===== src/sv/spe_pkg.sv =====
`timescale 1ns / 1ps
// ---------------------------------------------------------------------------
// Sparse polynomial evaluator package
// Sizes, request codes, beat payload types and controller/datapath links.
// ---------------------------------------------------------------------------
package spe_pkg;

  localparam int MAX_TERMS = 64;
  localparam int IDX_W     = (MAX_TERMS > 1) ? $clog2(MAX_TERMS) : 1;
  localparam int CNT_W     = $clog2(MAX_TERMS + 1);
  localparam int TC_W      = 7;

  localparam logic [IDX_W-1:0] LAST_IDX = IDX_W'(MAX_TERMS - 1);
  localparam logic [TC_W-1:0]  FULL_TC  = TC_W'(MAX_TERMS);

  // Request codes.
  localparam logic [1:0] REQ_CLEAR = 2'd0;
  localparam logic [1:0] REQ_ADD   = 2'd1;
  localparam logic [1:0] REQ_EVAL  = 2'd2;

  // Multiplier operand selection.
  localparam logic [1:0] MSEL_ACC_BASE  = 2'd0;
  localparam logic [1:0] MSEL_BASE_BASE = 2'd1;
  localparam logic [1:0] MSEL_ACC_COEF  = 2'd2;

  typedef struct packed {
    logic [1:0]         req_type;
    logic [31:0]        power;
    logic signed [63:0] coef;
    logic signed [63:0] x;
  } spe_in_t;

  typedef struct packed {
    logic signed [63:0] value;
    logic               status;
    logic [TC_W-1:0]    term_count;
  } spe_out_t;

  typedef struct packed {
    logic       accept;
    logic       clear_all;
    logic       mem_rd;
    logic       scan;
    logic       idx_inc;
    logic       upd;
    logic       ins;
    logic       pow_init;
    logic       e_shift;
    logic       mul_start;
    logic [1:0] mul_sel;
    logic       acc_load;
    logic       base_load;
    logic       term_add;
    logic       load_out;
  } spe_cmd_t;

  typedef struct packed {
    logic match;
    logic slot_valid;
    logic last;
    logic e_zero;
    logic e_odd;
    logic e_hi_zero;
    logic mul_done;
  } spe_sts_t;

endpackage


===== src/sv/spe_ctrl.sv =====
`timescale 1ns / 1ps
// ---------------------------------------------------------------------------
// Sparse polynomial evaluator controller
// Sequences table scans, square-and-multiply steps and the result beat.
// ---------------------------------------------------------------------------
module spe_ctrl (
  input  logic              clk,
  input  logic              rst_n,
  input  logic              in_valid,
  output logic              in_ready,
  input  logic [1:0]        in_req,
  output logic              out_valid,
  input  logic              out_ready,
  input  spe_pkg::spe_sts_t sts,
  output spe_pkg::spe_cmd_t cmd
);

  localparam logic [3:0] S_IDLE  = 4'd0;
  localparam logic [3:0] S_CLR   = 4'd1;
  localparam logic [3:0] S_ARD   = 4'd2;
  localparam logic [3:0] S_ACHK  = 4'd3;
  localparam logic [3:0] S_AUPD  = 4'd4;
  localparam logic [3:0] S_AINS  = 4'd5;
  localparam logic [3:0] S_ERD   = 4'd6;
  localparam logic [3:0] S_ECHK  = 4'd7;
  localparam logic [3:0] S_ESTEP = 4'd8;
  localparam logic [3:0] S_EACC  = 4'd9;
  localparam logic [3:0] S_ESQ0  = 4'd10;
  localparam logic [3:0] S_ESQ   = 4'd11;
  localparam logic [3:0] S_ETERM = 4'd12;
  localparam logic [3:0] S_RESP  = 4'd13;

  logic [3:0] state_r, state_nxt;
  logic       out_valid_r, out_valid_nxt;

  assign in_ready  = (state_r == S_IDLE);
  assign out_valid = out_valid_r;

  always_comb begin
    cmd       = '0;
    state_nxt = state_r;
    case (state_r)
      S_IDLE: begin
        if (in_valid) begin
          cmd.accept = 1'b1;
          case (in_req)
            spe_pkg::REQ_CLEAR: state_nxt = S_CLR;
            spe_pkg::REQ_ADD:   state_nxt = S_ARD;
            spe_pkg::REQ_EVAL:  state_nxt = S_ERD;
            default:            state_nxt = S_RESP;
          endcase
        end
      end
      S_CLR: begin
        cmd.clear_all = 1'b1;
        state_nxt     = S_RESP;
      end
      S_ARD: begin
        cmd.mem_rd = 1'b1;
        state_nxt  = S_ACHK;
      end
      S_ACHK: begin
        if (sts.match) begin
          state_nxt = S_AUPD;
        end else begin
          cmd.scan = 1'b1;
          if (sts.last) begin
            state_nxt = S_AINS;
          end else begin
            cmd.idx_inc = 1'b1;
            state_nxt   = S_ARD;
          end
        end
      end
      S_AUPD: begin
        cmd.upd   = 1'b1;
        state_nxt = S_RESP;
      end
      S_AINS: begin
        cmd.ins   = 1'b1;
        state_nxt = S_RESP;
      end
      S_ERD: begin
        cmd.mem_rd = 1'b1;
        state_nxt  = S_ECHK;
      end
      S_ECHK: begin
        if (sts.slot_valid) begin
          cmd.pow_init = 1'b1;
          state_nxt    = S_ESTEP;
        end else if (sts.last) begin
          state_nxt = S_RESP;
        end else begin
          cmd.idx_inc = 1'b1;
          state_nxt   = S_ERD;
        end
      end
      S_ESTEP: begin
        cmd.mul_start = 1'b1;
        if (sts.e_zero) begin
          cmd.mul_sel = spe_pkg::MSEL_ACC_COEF;
          state_nxt   = S_ETERM;
        end else if (sts.e_odd) begin
          cmd.mul_sel = spe_pkg::MSEL_ACC_BASE;
          state_nxt   = S_EACC;
        end else begin
          cmd.mul_start = 1'b0;
          state_nxt     = S_ESQ0;
        end
      end
      S_EACC: begin
        if (sts.mul_done) begin
          cmd.acc_load = 1'b1;
          state_nxt    = S_ESQ0;
        end
      end
      S_ESQ0: begin
        cmd.e_shift = 1'b1;
        if (sts.e_hi_zero) begin
          state_nxt = S_ESTEP;
        end else begin
          cmd.mul_start = 1'b1;
          cmd.mul_sel   = spe_pkg::MSEL_BASE_BASE;
          state_nxt     = S_ESQ;
        end
      end
      S_ESQ: begin
        if (sts.mul_done) begin
          cmd.base_load = 1'b1;
          state_nxt     = S_ESTEP;
        end
      end
      S_ETERM: begin
        if (sts.mul_done) begin
          cmd.term_add = 1'b1;
          if (sts.last) begin
            state_nxt = S_RESP;
          end else begin
            cmd.idx_inc = 1'b1;
            state_nxt   = S_ERD;
          end
        end
      end
      S_RESP: begin
        if (!out_valid_r || out_ready) begin
          cmd.load_out = 1'b1;
          state_nxt    = S_IDLE;
        end
      end
      default: begin
        state_nxt = S_IDLE;
      end
    endcase
  end

  always_comb begin
    if (cmd.load_out) begin
      out_valid_nxt = 1'b1;
    end else if (out_ready) begin
      out_valid_nxt = 1'b0;
    end else begin
      out_valid_nxt = out_valid_r;
    end
  end

  always_ff @(posedge clk) begin
    if (!rst_n) begin
      state_r     <= S_IDLE;
      out_valid_r <= 1'b0;
    end else begin
      state_r     <= state_nxt;
      out_valid_r <= out_valid_nxt;
    end
  end

endmodule


===== config.mk =====
export PLATFORM = sky130hd
export DESIGN_NAME = spe_ctrl
export DESIGN_NICKNAME = d
export VERILOG_FILES = /design/src/sv/spe_pkg.sv /design/src/sv/spe_ctrl.sv
export SDC_FILE = /design/constraint.sdc
export NUM_CORES = 1
export LEC_CHECK = 0
export BUFFER_PORTS_ARGS = -buffer_cell sky130_fd_sc_hd__buf_2
export CAP_MARGIN = 25
export CORE_ASPECT_RATIO = 0.9
export CORE_UTILIZATION = 51
export DETAILED_ROUTE_END_ITERATION = 8
export PLACE_DENSITY = 0.84
export SETUP_SLACK_MARGIN = 0.05
export SLEW_MARGIN = 20
export SYNTH_ARGS = -nofsm -noshare
export SYNTH_HDL_FRONTEND = slang
export SYNTH_SLANG_ARGS = --single-unit

===== constraint.sdc =====
create_clock -name clk -period 2.6 [get_ports clk]
set_input_delay 0.13 -clock clk [delete_from_list [all_inputs] [get_ports clk]]
set_output_delay 0.13 -clock clk [all_outputs]
set_load 0.02 [all_outputs]

==> results.md, run 1 <==
- Pwr dens: 1032 nW/um^2
- CP startpoint kind: flop
- Post-route setup TNS: 0 ns
- Worst setup path category: reg2out
- Reg-to-Reg Start: state_r[2]
- Post-synthesis net count: 121
- CP max stage delay: 0.83 ns
- Pin count of the biggest net entering global routing: 24
- Vias: 866
- TritonCTS buffer count: 3
- Drt drc: 0
- Clock slew at reported path FFs: 0.05 ns
- Crit path DAT: 1.94 ns
- Core area: 1306 um^2
- Area growth, synth to finish: 16.83%
- CP startpoint: state_r[2]
- Worst Hold Path Cells: 2
- Cts hold-fix bufs: 0
- Relative slew margins: 0.4460
- Crit. End Element: primary output
- Drt first pass iters: 4
- Top post-synthesis cells by area: dfxtp_1 13%, nor2_1 5.4%, nor3_1 5.2%
- Max Clk Rate: 484.2 MHz
- Yosys top cell area share: 0.1307
- Post_cts resized: 0
- Slowest CP cell: dfxtp_1
- GRT Util Overall: 0.2570
- Num rows: 12
- Average size of a mapped cell: 7.293 um^2
- CP max FO: 21
- Most frequent cells in the layout: 30 x buf_2, 11 x nor2_1, 10 x nand2_1
- Fin Hold WS: 0.1761 ns
- Max Slew Vio Count: 0
- Final hold vios: 0
- Final setup vio count: 0
- Crit share post-route: 0.7943
- Fillers: 120
- Cell variety after synth: 42
- Synth Instances: 105
- Max Buffers Root-to-Sink: 2
- Period minus WS final: 2.065 ns
- Worst min-delay path class: in2reg
- CTS sink cnt: 5
- Root cell of the clock tree: clkbuf_4
- H-tree depth: 1
- Total of max-cap violations: 0
- Least-Margin Pin Slew: 0.8299 ns
- Antenna violations before repair: 0
- Sequential fraction of the synthesis area: 0.1307
- Post-synth top area cell: dfxtp_1
- Die Ht: 38.76 um
- Nets: 147
- Die W: 42.85 um
- R2r setup slk: 0.64 ns
- DP HPWL: 1344 um
- WL/cell: 13.09 um
- CTS tree: yes
- Skew final: 0.01041 ns
- CP Data Required Time: 2.47 ns
- Run status: finished clean
- Synth warn: 0
- Worst skew pair latency: 0.26 ns
- IO Pins: 31
- Peak VDD IR: 839.9 uV
- Commonest non-fill, non-tap cell in the layout: buf_2
- Layout cells sized above 1: 0.3308
- Diode count: 0
- First-pass GRT wire length: 3201 um
- Vias per cell: 6.014
- Initial DRC count: 39
- # port buffers: 30
- DRT antenna net count: 0
- FF-to-FF End: state_r[0]
- Number of synthesized register bits: 5
- CP cell instances: mux2i_1 > and3_4 > o21a_1 > buf_2
- Leakage: 0.4037 nW
- Multi-input logic area: 578.1 um^2
- Post-CTS Setup Inserts: 0
- Detailed Route WL: 1885 um
- Vias in the first global route: 708
- Aggregate global routing overflow: 0
- Mapped cell area: 765.7 um^2
- Reg area: 100.1 um^2
- GP Congestion: 0.8674
- Initial Util: 0.5862
- Hold Startpoint: rst_n
- Worst min-delay path endpoint: out_valid
- Pwr Total: 0.0009236 W
- Die footprint: 1661 um^2
- R2R depth: 5
- RSZ-0062 raised after global routing: no
## how the worst max path moves through the flow
| stage | end | slack, ns | cells after the start |
|---|---|---|---|
| 2_1_floorplan | cmd[6] | 0.77 | 4 |
| 3_3_place_gp | state_r[0] | 0.73 | 5 |
| 3_5_place_dp | state_r[0] | 0.67 | 5 |
| 4_1_cts | cmd[6] | 0.57 | 3 |
| 5_1_grt | cmd[6] | 0.42 | 3 |
| 6_report | cmd[11] | 0.53 | 4 |
## per-stage QoR
step,setup slack [ns],std cells,util,cell area (um^2)
after floorplan,0.7714,105,-,765.7
after global placement,0.7341,140,0.6648,868.3
after detailed placement,0.6669,140,0.6648,868.3
after CTS,0.5698,144,0.6849,894.6
after global routing,0.4207,144,0.6849,894.6
final,0.5348,144,0.6849,894.6
## logic make-up (layout without fill, tap and decap cells)
family	count (synthesis)	in the layout	synth area share
muxes	1	1	0.01307
and+or+nand+nor	51	51	0.3922
AOI/OAI and AO/OA	30	30	0.3007
adders and majority gates	3	3	0.04902
DFF	5	5	0.1307
buffers and inverters	15	40	0.1144
## where the power goes
| part | internal (W) | total (W) | switching (W) |
|---|---|---|---|
| Combinational | 0.000253 | 0.000569 | 0.000315 |
| Sequential | 0.000104 | 0.000258 | 0.000153 |
| Clock | 0.0000584 | 0.0000971 | 0.0000387 |
## final cells by class
type                       count  area share
tap                           14     0.01958
sequential                     5      0.1119
multi-input combinational     85      0.6462
clock buffer                   4     0.02937
timing repair buffer          30      0.1678
inverter                       6     0.02517
## sequential cells by signal, indices dropped and copies added (netlist names)
register / count
out_valid: 1
state_r: 4
## layer usage
metal | track usage | vias to the layer above | share of wire
met4 | 0.1172 | 0 | 0.0095
met2 | 0.4091 | 39 | 0.46
li1 | - | 434 | -
met3 | 0.01402 | 2 | 0.066
met5 | 0 | - | 0
met1 | 0.3562 | 391 | 0.46
## critical path, delay by kind of cell, from the launching register on
| family | cells | cell delay [ns] |
|---|---|---|
| flip-flops | 1 | 0.83 |
| multiplexers | 1 | 0.34 |
| AND/OR/NAND/NOR | 1 | 0.25 |
| buffers and inverters | 1 | 0.15 |
| AO/OA/AOI/OAI | 1 | 0.11 |
## synth_stat cells
cell type  number
a2111oi_1       2
a2111oi_2       1
a21boi_1        1
a21oi_1         5
a221oi_1        1
a221oi_4        1
a32oi_1         1
and2_1          1
and2b_1         1
and3_1          2
and3_4          1
and4b_1         1
buf_2           4
buf_4           3
buf_6           2
dfxtp_1         5
ha_1            3
inv_1           5
inv_2           1
mux2i_1         1
nand2_1        10
nand2_8         1
nand2b_1        2
nand3_1         1
nor2_1         11
nor2_2          1
nor2_4          1
nor2b_1         2
nor3_1          8
nor3b_1         1
nor4_1          3
nor4_2          1
o211ai_1        1
o211ai_2        1
o21a_1          3
o21ai_0         4
o21ai_1         3
o22ai_1         5
o32a_1          1
or2b_1          1
or2b_4          1
or3b_1          1
No activity file was read; power rests on OpenSTA's default activity.
==> run 2, diff against run 1 <==
--- a/config.mk
+++ b/config.mk
@@ -5,12 +5,13 @@
 export SDC_FILE = /design/constraint.sdc
 export NUM_CORES = 1
 export LEC_CHECK = 0
+export ABC_AREA = 1
 export BUFFER_PORTS_ARGS = -buffer_cell sky130_fd_sc_hd__buf_2
 export CAP_MARGIN = 25
 export CORE_ASPECT_RATIO = 0.9
-export CORE_UTILIZATION = 51
+export CORE_UTILIZATION = 46
 export DETAILED_ROUTE_END_ITERATION = 8
-export PLACE_DENSITY = 0.84
+export PLACE_DENSITY = 0.78
 export SETUP_SLACK_MARGIN = 0.05
 export SLEW_MARGIN = 20
 export SYNTH_ARGS = -nofsm -noshare
==> constraint.sdc (replaced) <==
create_clock -name clk -period 1.9 [get_ports clk]
set_input_delay 0.095 -clock clk [delete_from_list [all_inputs] [get_ports clk]]
set_output_delay 0.095 -clock clk [all_outputs]
set_load 0.02 [all_outputs]
==> results.md, run 2 <==
- Max Clk Rate: 582.5 MHz
- CTS sink cnt: 5 (unchanged)
- Post_cts resized: 0 (unchanged)
- R2r setup slk: 0.41 ns (-0.23 ns)
- CP max FO: 9 (-57%)
- Max Buffers Root-to-Sink: 2 (unchanged)
- Drt first pass iters: 6 (+2)
- R2R depth: 8 (+3)
- Vias in the first global route: 724 (+2.3%)
- Pin count of the biggest net entering global routing: 10 (-58%)
- First-pass GRT wire length: 2842 um (-11%)
- CP startpoint: state_r[0]
- Slowest CP cell: dfxtp_1
- Worst Hold Path Cells: 3 (+1)
- DRT antenna net count: 0 (unchanged)
- Combinational power share: 0.670 (+0.054)
- Average size of a mapped cell: 5.400 um^2 (-26%)
- Most common cell in the synthesized netlist: nand2_1
- Diode count: 0 (unchanged)
- Net Switching: 0.0005233 W (+3.1%)
- IO Pins: 31 (unchanged)
- Initial DRC count: 27 (-31%)
- Mapped cell area: 718.2 um^2 (-6.2%)
- Worst setup path category: reg2out
- Placed cell areas: 872.1 um^2 (+0.43%)
- WL/cell: 9.911 um (-24%)
- CP Data Required Time: 1.80 ns (-0.67 ns)
- Cell area after layout: 898.4 um^2 (+0.42%)
- Detailed Route WL: 1784 um (-5.4%)
- Failing checks: design-rule violations
- Cell variety after synth: 19 (-55%)
- Root cell of the clock tree: clkbuf_4
- Reg area: 100.1 um^2 (unchanged)
- RSZ-0062 raised after global routing: no
- Core area: 1448 um^2 (+11%)
- Share of flip-flops with an asynchronous set or reset: 0 (unchanged)
- Synth cell count leaders: 33 x nand2_1, 22 x inv_1, 21 x nor2_1, 11 x nand3_1, 7 x a21oi_1
- Die W: 43.65 um (+1.9%)
- GRT Util Overall: 0.2222 (-0.03481)
- Crit share post-route: 0.9036
- CTS tree: yes
- Sequential power share: 0.201 (-0.078)
- Post-synthesis net count: 149 (+23%)
- Least-Margin Pin Slew: 0.3848 ns (-0.4451 ns)
- CP cell instances: nand2_1 > nor2_2 > nand2_1 > nand2_1 > nor2_1 > nor2_1 > buf_2
- Post-synth top area cell: nand2_1
- Relative slew margins: 0.7431 (+0.2971)
- Total of max-cap violations: 0 (unchanged)
- FF-to-FF End: state_r[0]
- Largest Register: state_r
- Skew final: 0.005198 ns (-0.005211 ns)
- Synth Flop Type: dfxtp_1
- Die footprint: 1724 um^2 (+3.8%)
- Antenna violations before repair: 0 (unchanged)
- Post-CTS Setup Inserts: 0 (unchanged)
- Clock slew at reported path FFs: 0.05 ns (about the same)
- Layout cells sized above 1: 0.3030 (-0.02774)
- Run status: finished, violations left
- Most frequent cells in the layout: 33 x nand2_1, 30 x buf_2, 22 x inv_1
- Number of synthesized register bits: 5 (unchanged)
- Sequential fraction of the synthesis area: 0.1394 (+0.008654)
- Commonest non-fill, non-tap cell in the layout: nand2_1
- Fillers: 132 (+10%)
- Nets: 182 (+24%)
- Crit path DAT: 1.62 ns (-0.32 ns)
- Vias per cell: 4.967 (-17%)
- Switching Share: 0.5507 (+0.001150)
- H-tree depth: 1 (unchanged)
- TritonCTS buffer count: 3 (unchanged)
- Post-synth EDFFs: 0 (unchanged)
- # port buffers: 30 (unchanged)
- Multi-input logic area: 500.5 um^2 (-13%)
- Period minus WS final: 1.717 ns
- DP HPWL: 1491 um (+11%)
- Worst min-delay path endpoint: out_valid
- Pwr dens: 1058 nW/um^2 (+2.5%)
- Post-route setup TNS: 0 ns (unchanged)
- CP max stage delay: 0.55 ns (-0.28 ns)
- Num rows: 13 (+1)
- Hold Startpoint: rst_n
- Worst skew pair latency: 0.24 ns (-0.02 ns)
- Area growth, synth to finish: 25.09%
- Crit. End Element: primary output
- Yosys top cell area share: 0.1725 (+0.04175)
- Die Ht: 39.49 um (+1.9%)
- CP startpoint kind: flop
- Top post-synthesis cells by area: nand2_1 17%, dfxtp_1 14%, inv_1 11%
- Crit path top cell by count: nand2_1
- Vias: 894 (+3.2%)
- Cts hold-fix bufs: 0 (unchanged)
- Aggregate global routing overflow: 0 (unchanged)
- GP Congestion: 0.9324 (+7.5%)
- Worst min-delay path class: in2reg
- Clock share of power: 0.129 (+0.024)
- Synth warn: 0 (unchanged)
- P_int: 0.0004269 W (+2.6%)
- Reg-to-Reg Start: state_r[0]
- Leakage: 0.5582 nW (+38%)
- Drt drc: 2 (+2)
- Peak VDD IR: 542.2 uV (-35%)
- Final hold vios: 0 (unchanged)
- Number of flip-flops in the largest register: 4 (unchanged)
- Max Slew Vio Count: 0 (unchanged)
- Initial Util: 0.4961 (-0.09010)
- Synth Instances: 133 (+27%)
- Final setup vio count: 0 (unchanged)
run 2: final cells by class:
class                      count  share of cell area
multi-input combinational     99              0.5571
tap                           15             0.02089
sequential                     5              0.1114
clock buffer                   4             0.02925
timing repair buffer          30              0.1671
inverter                      27              0.1142
run 2: worst max path at each step:
| stage | endpoint | cells past startpoint |
|---|---|---|
| 2_1_floorplan | cmd[11] | 6 |
| 3_3_place_gp | state_r[0] | 9 |
| 3_5_place_dp | state_r[0] | 8 |
| 4_1_cts | cmd[11] | 7 |
| 5_1_grt | cmd[11] | 7 |
| 6_report | cmd[11] | 7 |
run 2: power by group through the flow:
stage | combinational (W) | sequential (W) | clock [W]
2_1_floorplan | 0.000511 | 0.000165 | 0
3_3_place_gp | 0.000633 | 0.000188 | 0
6_report | 0.000637 | 0.000191 | 0.000123
4_1_cts | 0.000638 | 0.000190 | 0.000128
3_5_place_dp | 0.000632 | 0.000192 | 0
5_1_grt | 0.000722 | 0.000197 | 0.000132
run 2: layer usage:
metal	global-route usage	routed length, um	up-vias
li1	-	-	471
met1	0.2811	776	378
met2	0.3918	838	45
met3	0.05991	168	0
met4	0.01563	0	0
met5	0	0	-
run 2: cell families (layout without fill, tap and decap cells):
logic type / count (synthesis) / count (layout) / synth area share
AND/OR/NAND/NOR: 85 / 85 / 0.5523
buffers and inverters: 29 / 61 / 0.1637
AO/OA/AOI/OAI: 11 / 11 / 0.09233
flip-flops: 5 / 5 / 0.1394
adder cells (fa/ha/maj): 3 / 3 / 0.05227
run 2: per-stage QoR:
| stage | power (W) | utilization | setup WS, ns | hold WS, ns | cells |
|---|---|---|---|---|---|
| finish | 0.0009502 | 0.6206 | 0.1832 | 0.1531 | 180 |
| global route | 0.001051 | 0.6206 | 0.06336 | 0.1665 | 180 |
| CTS | 0.0009560 | 0.6206 | 0.1854 | 0.1500 | 180 |
| detailed placement | 0.0008239 | 0.6024 | 0.4428 | 0.4044 | 176 |
| global placement | 0.0008211 | 0.6024 | 0.5033 | 0.3869 | 176 |
| floorplan | 0.0006754 | - | 0.3612 | 0.2676 | 133 |
run 2: worst max-delay path, delay by kind of cell (launching register included):
kind	cells	cell delay [ns]
buffers and inverters	1	0.16
DFF	1	0.55
and+or+nand+nor	6	0.67
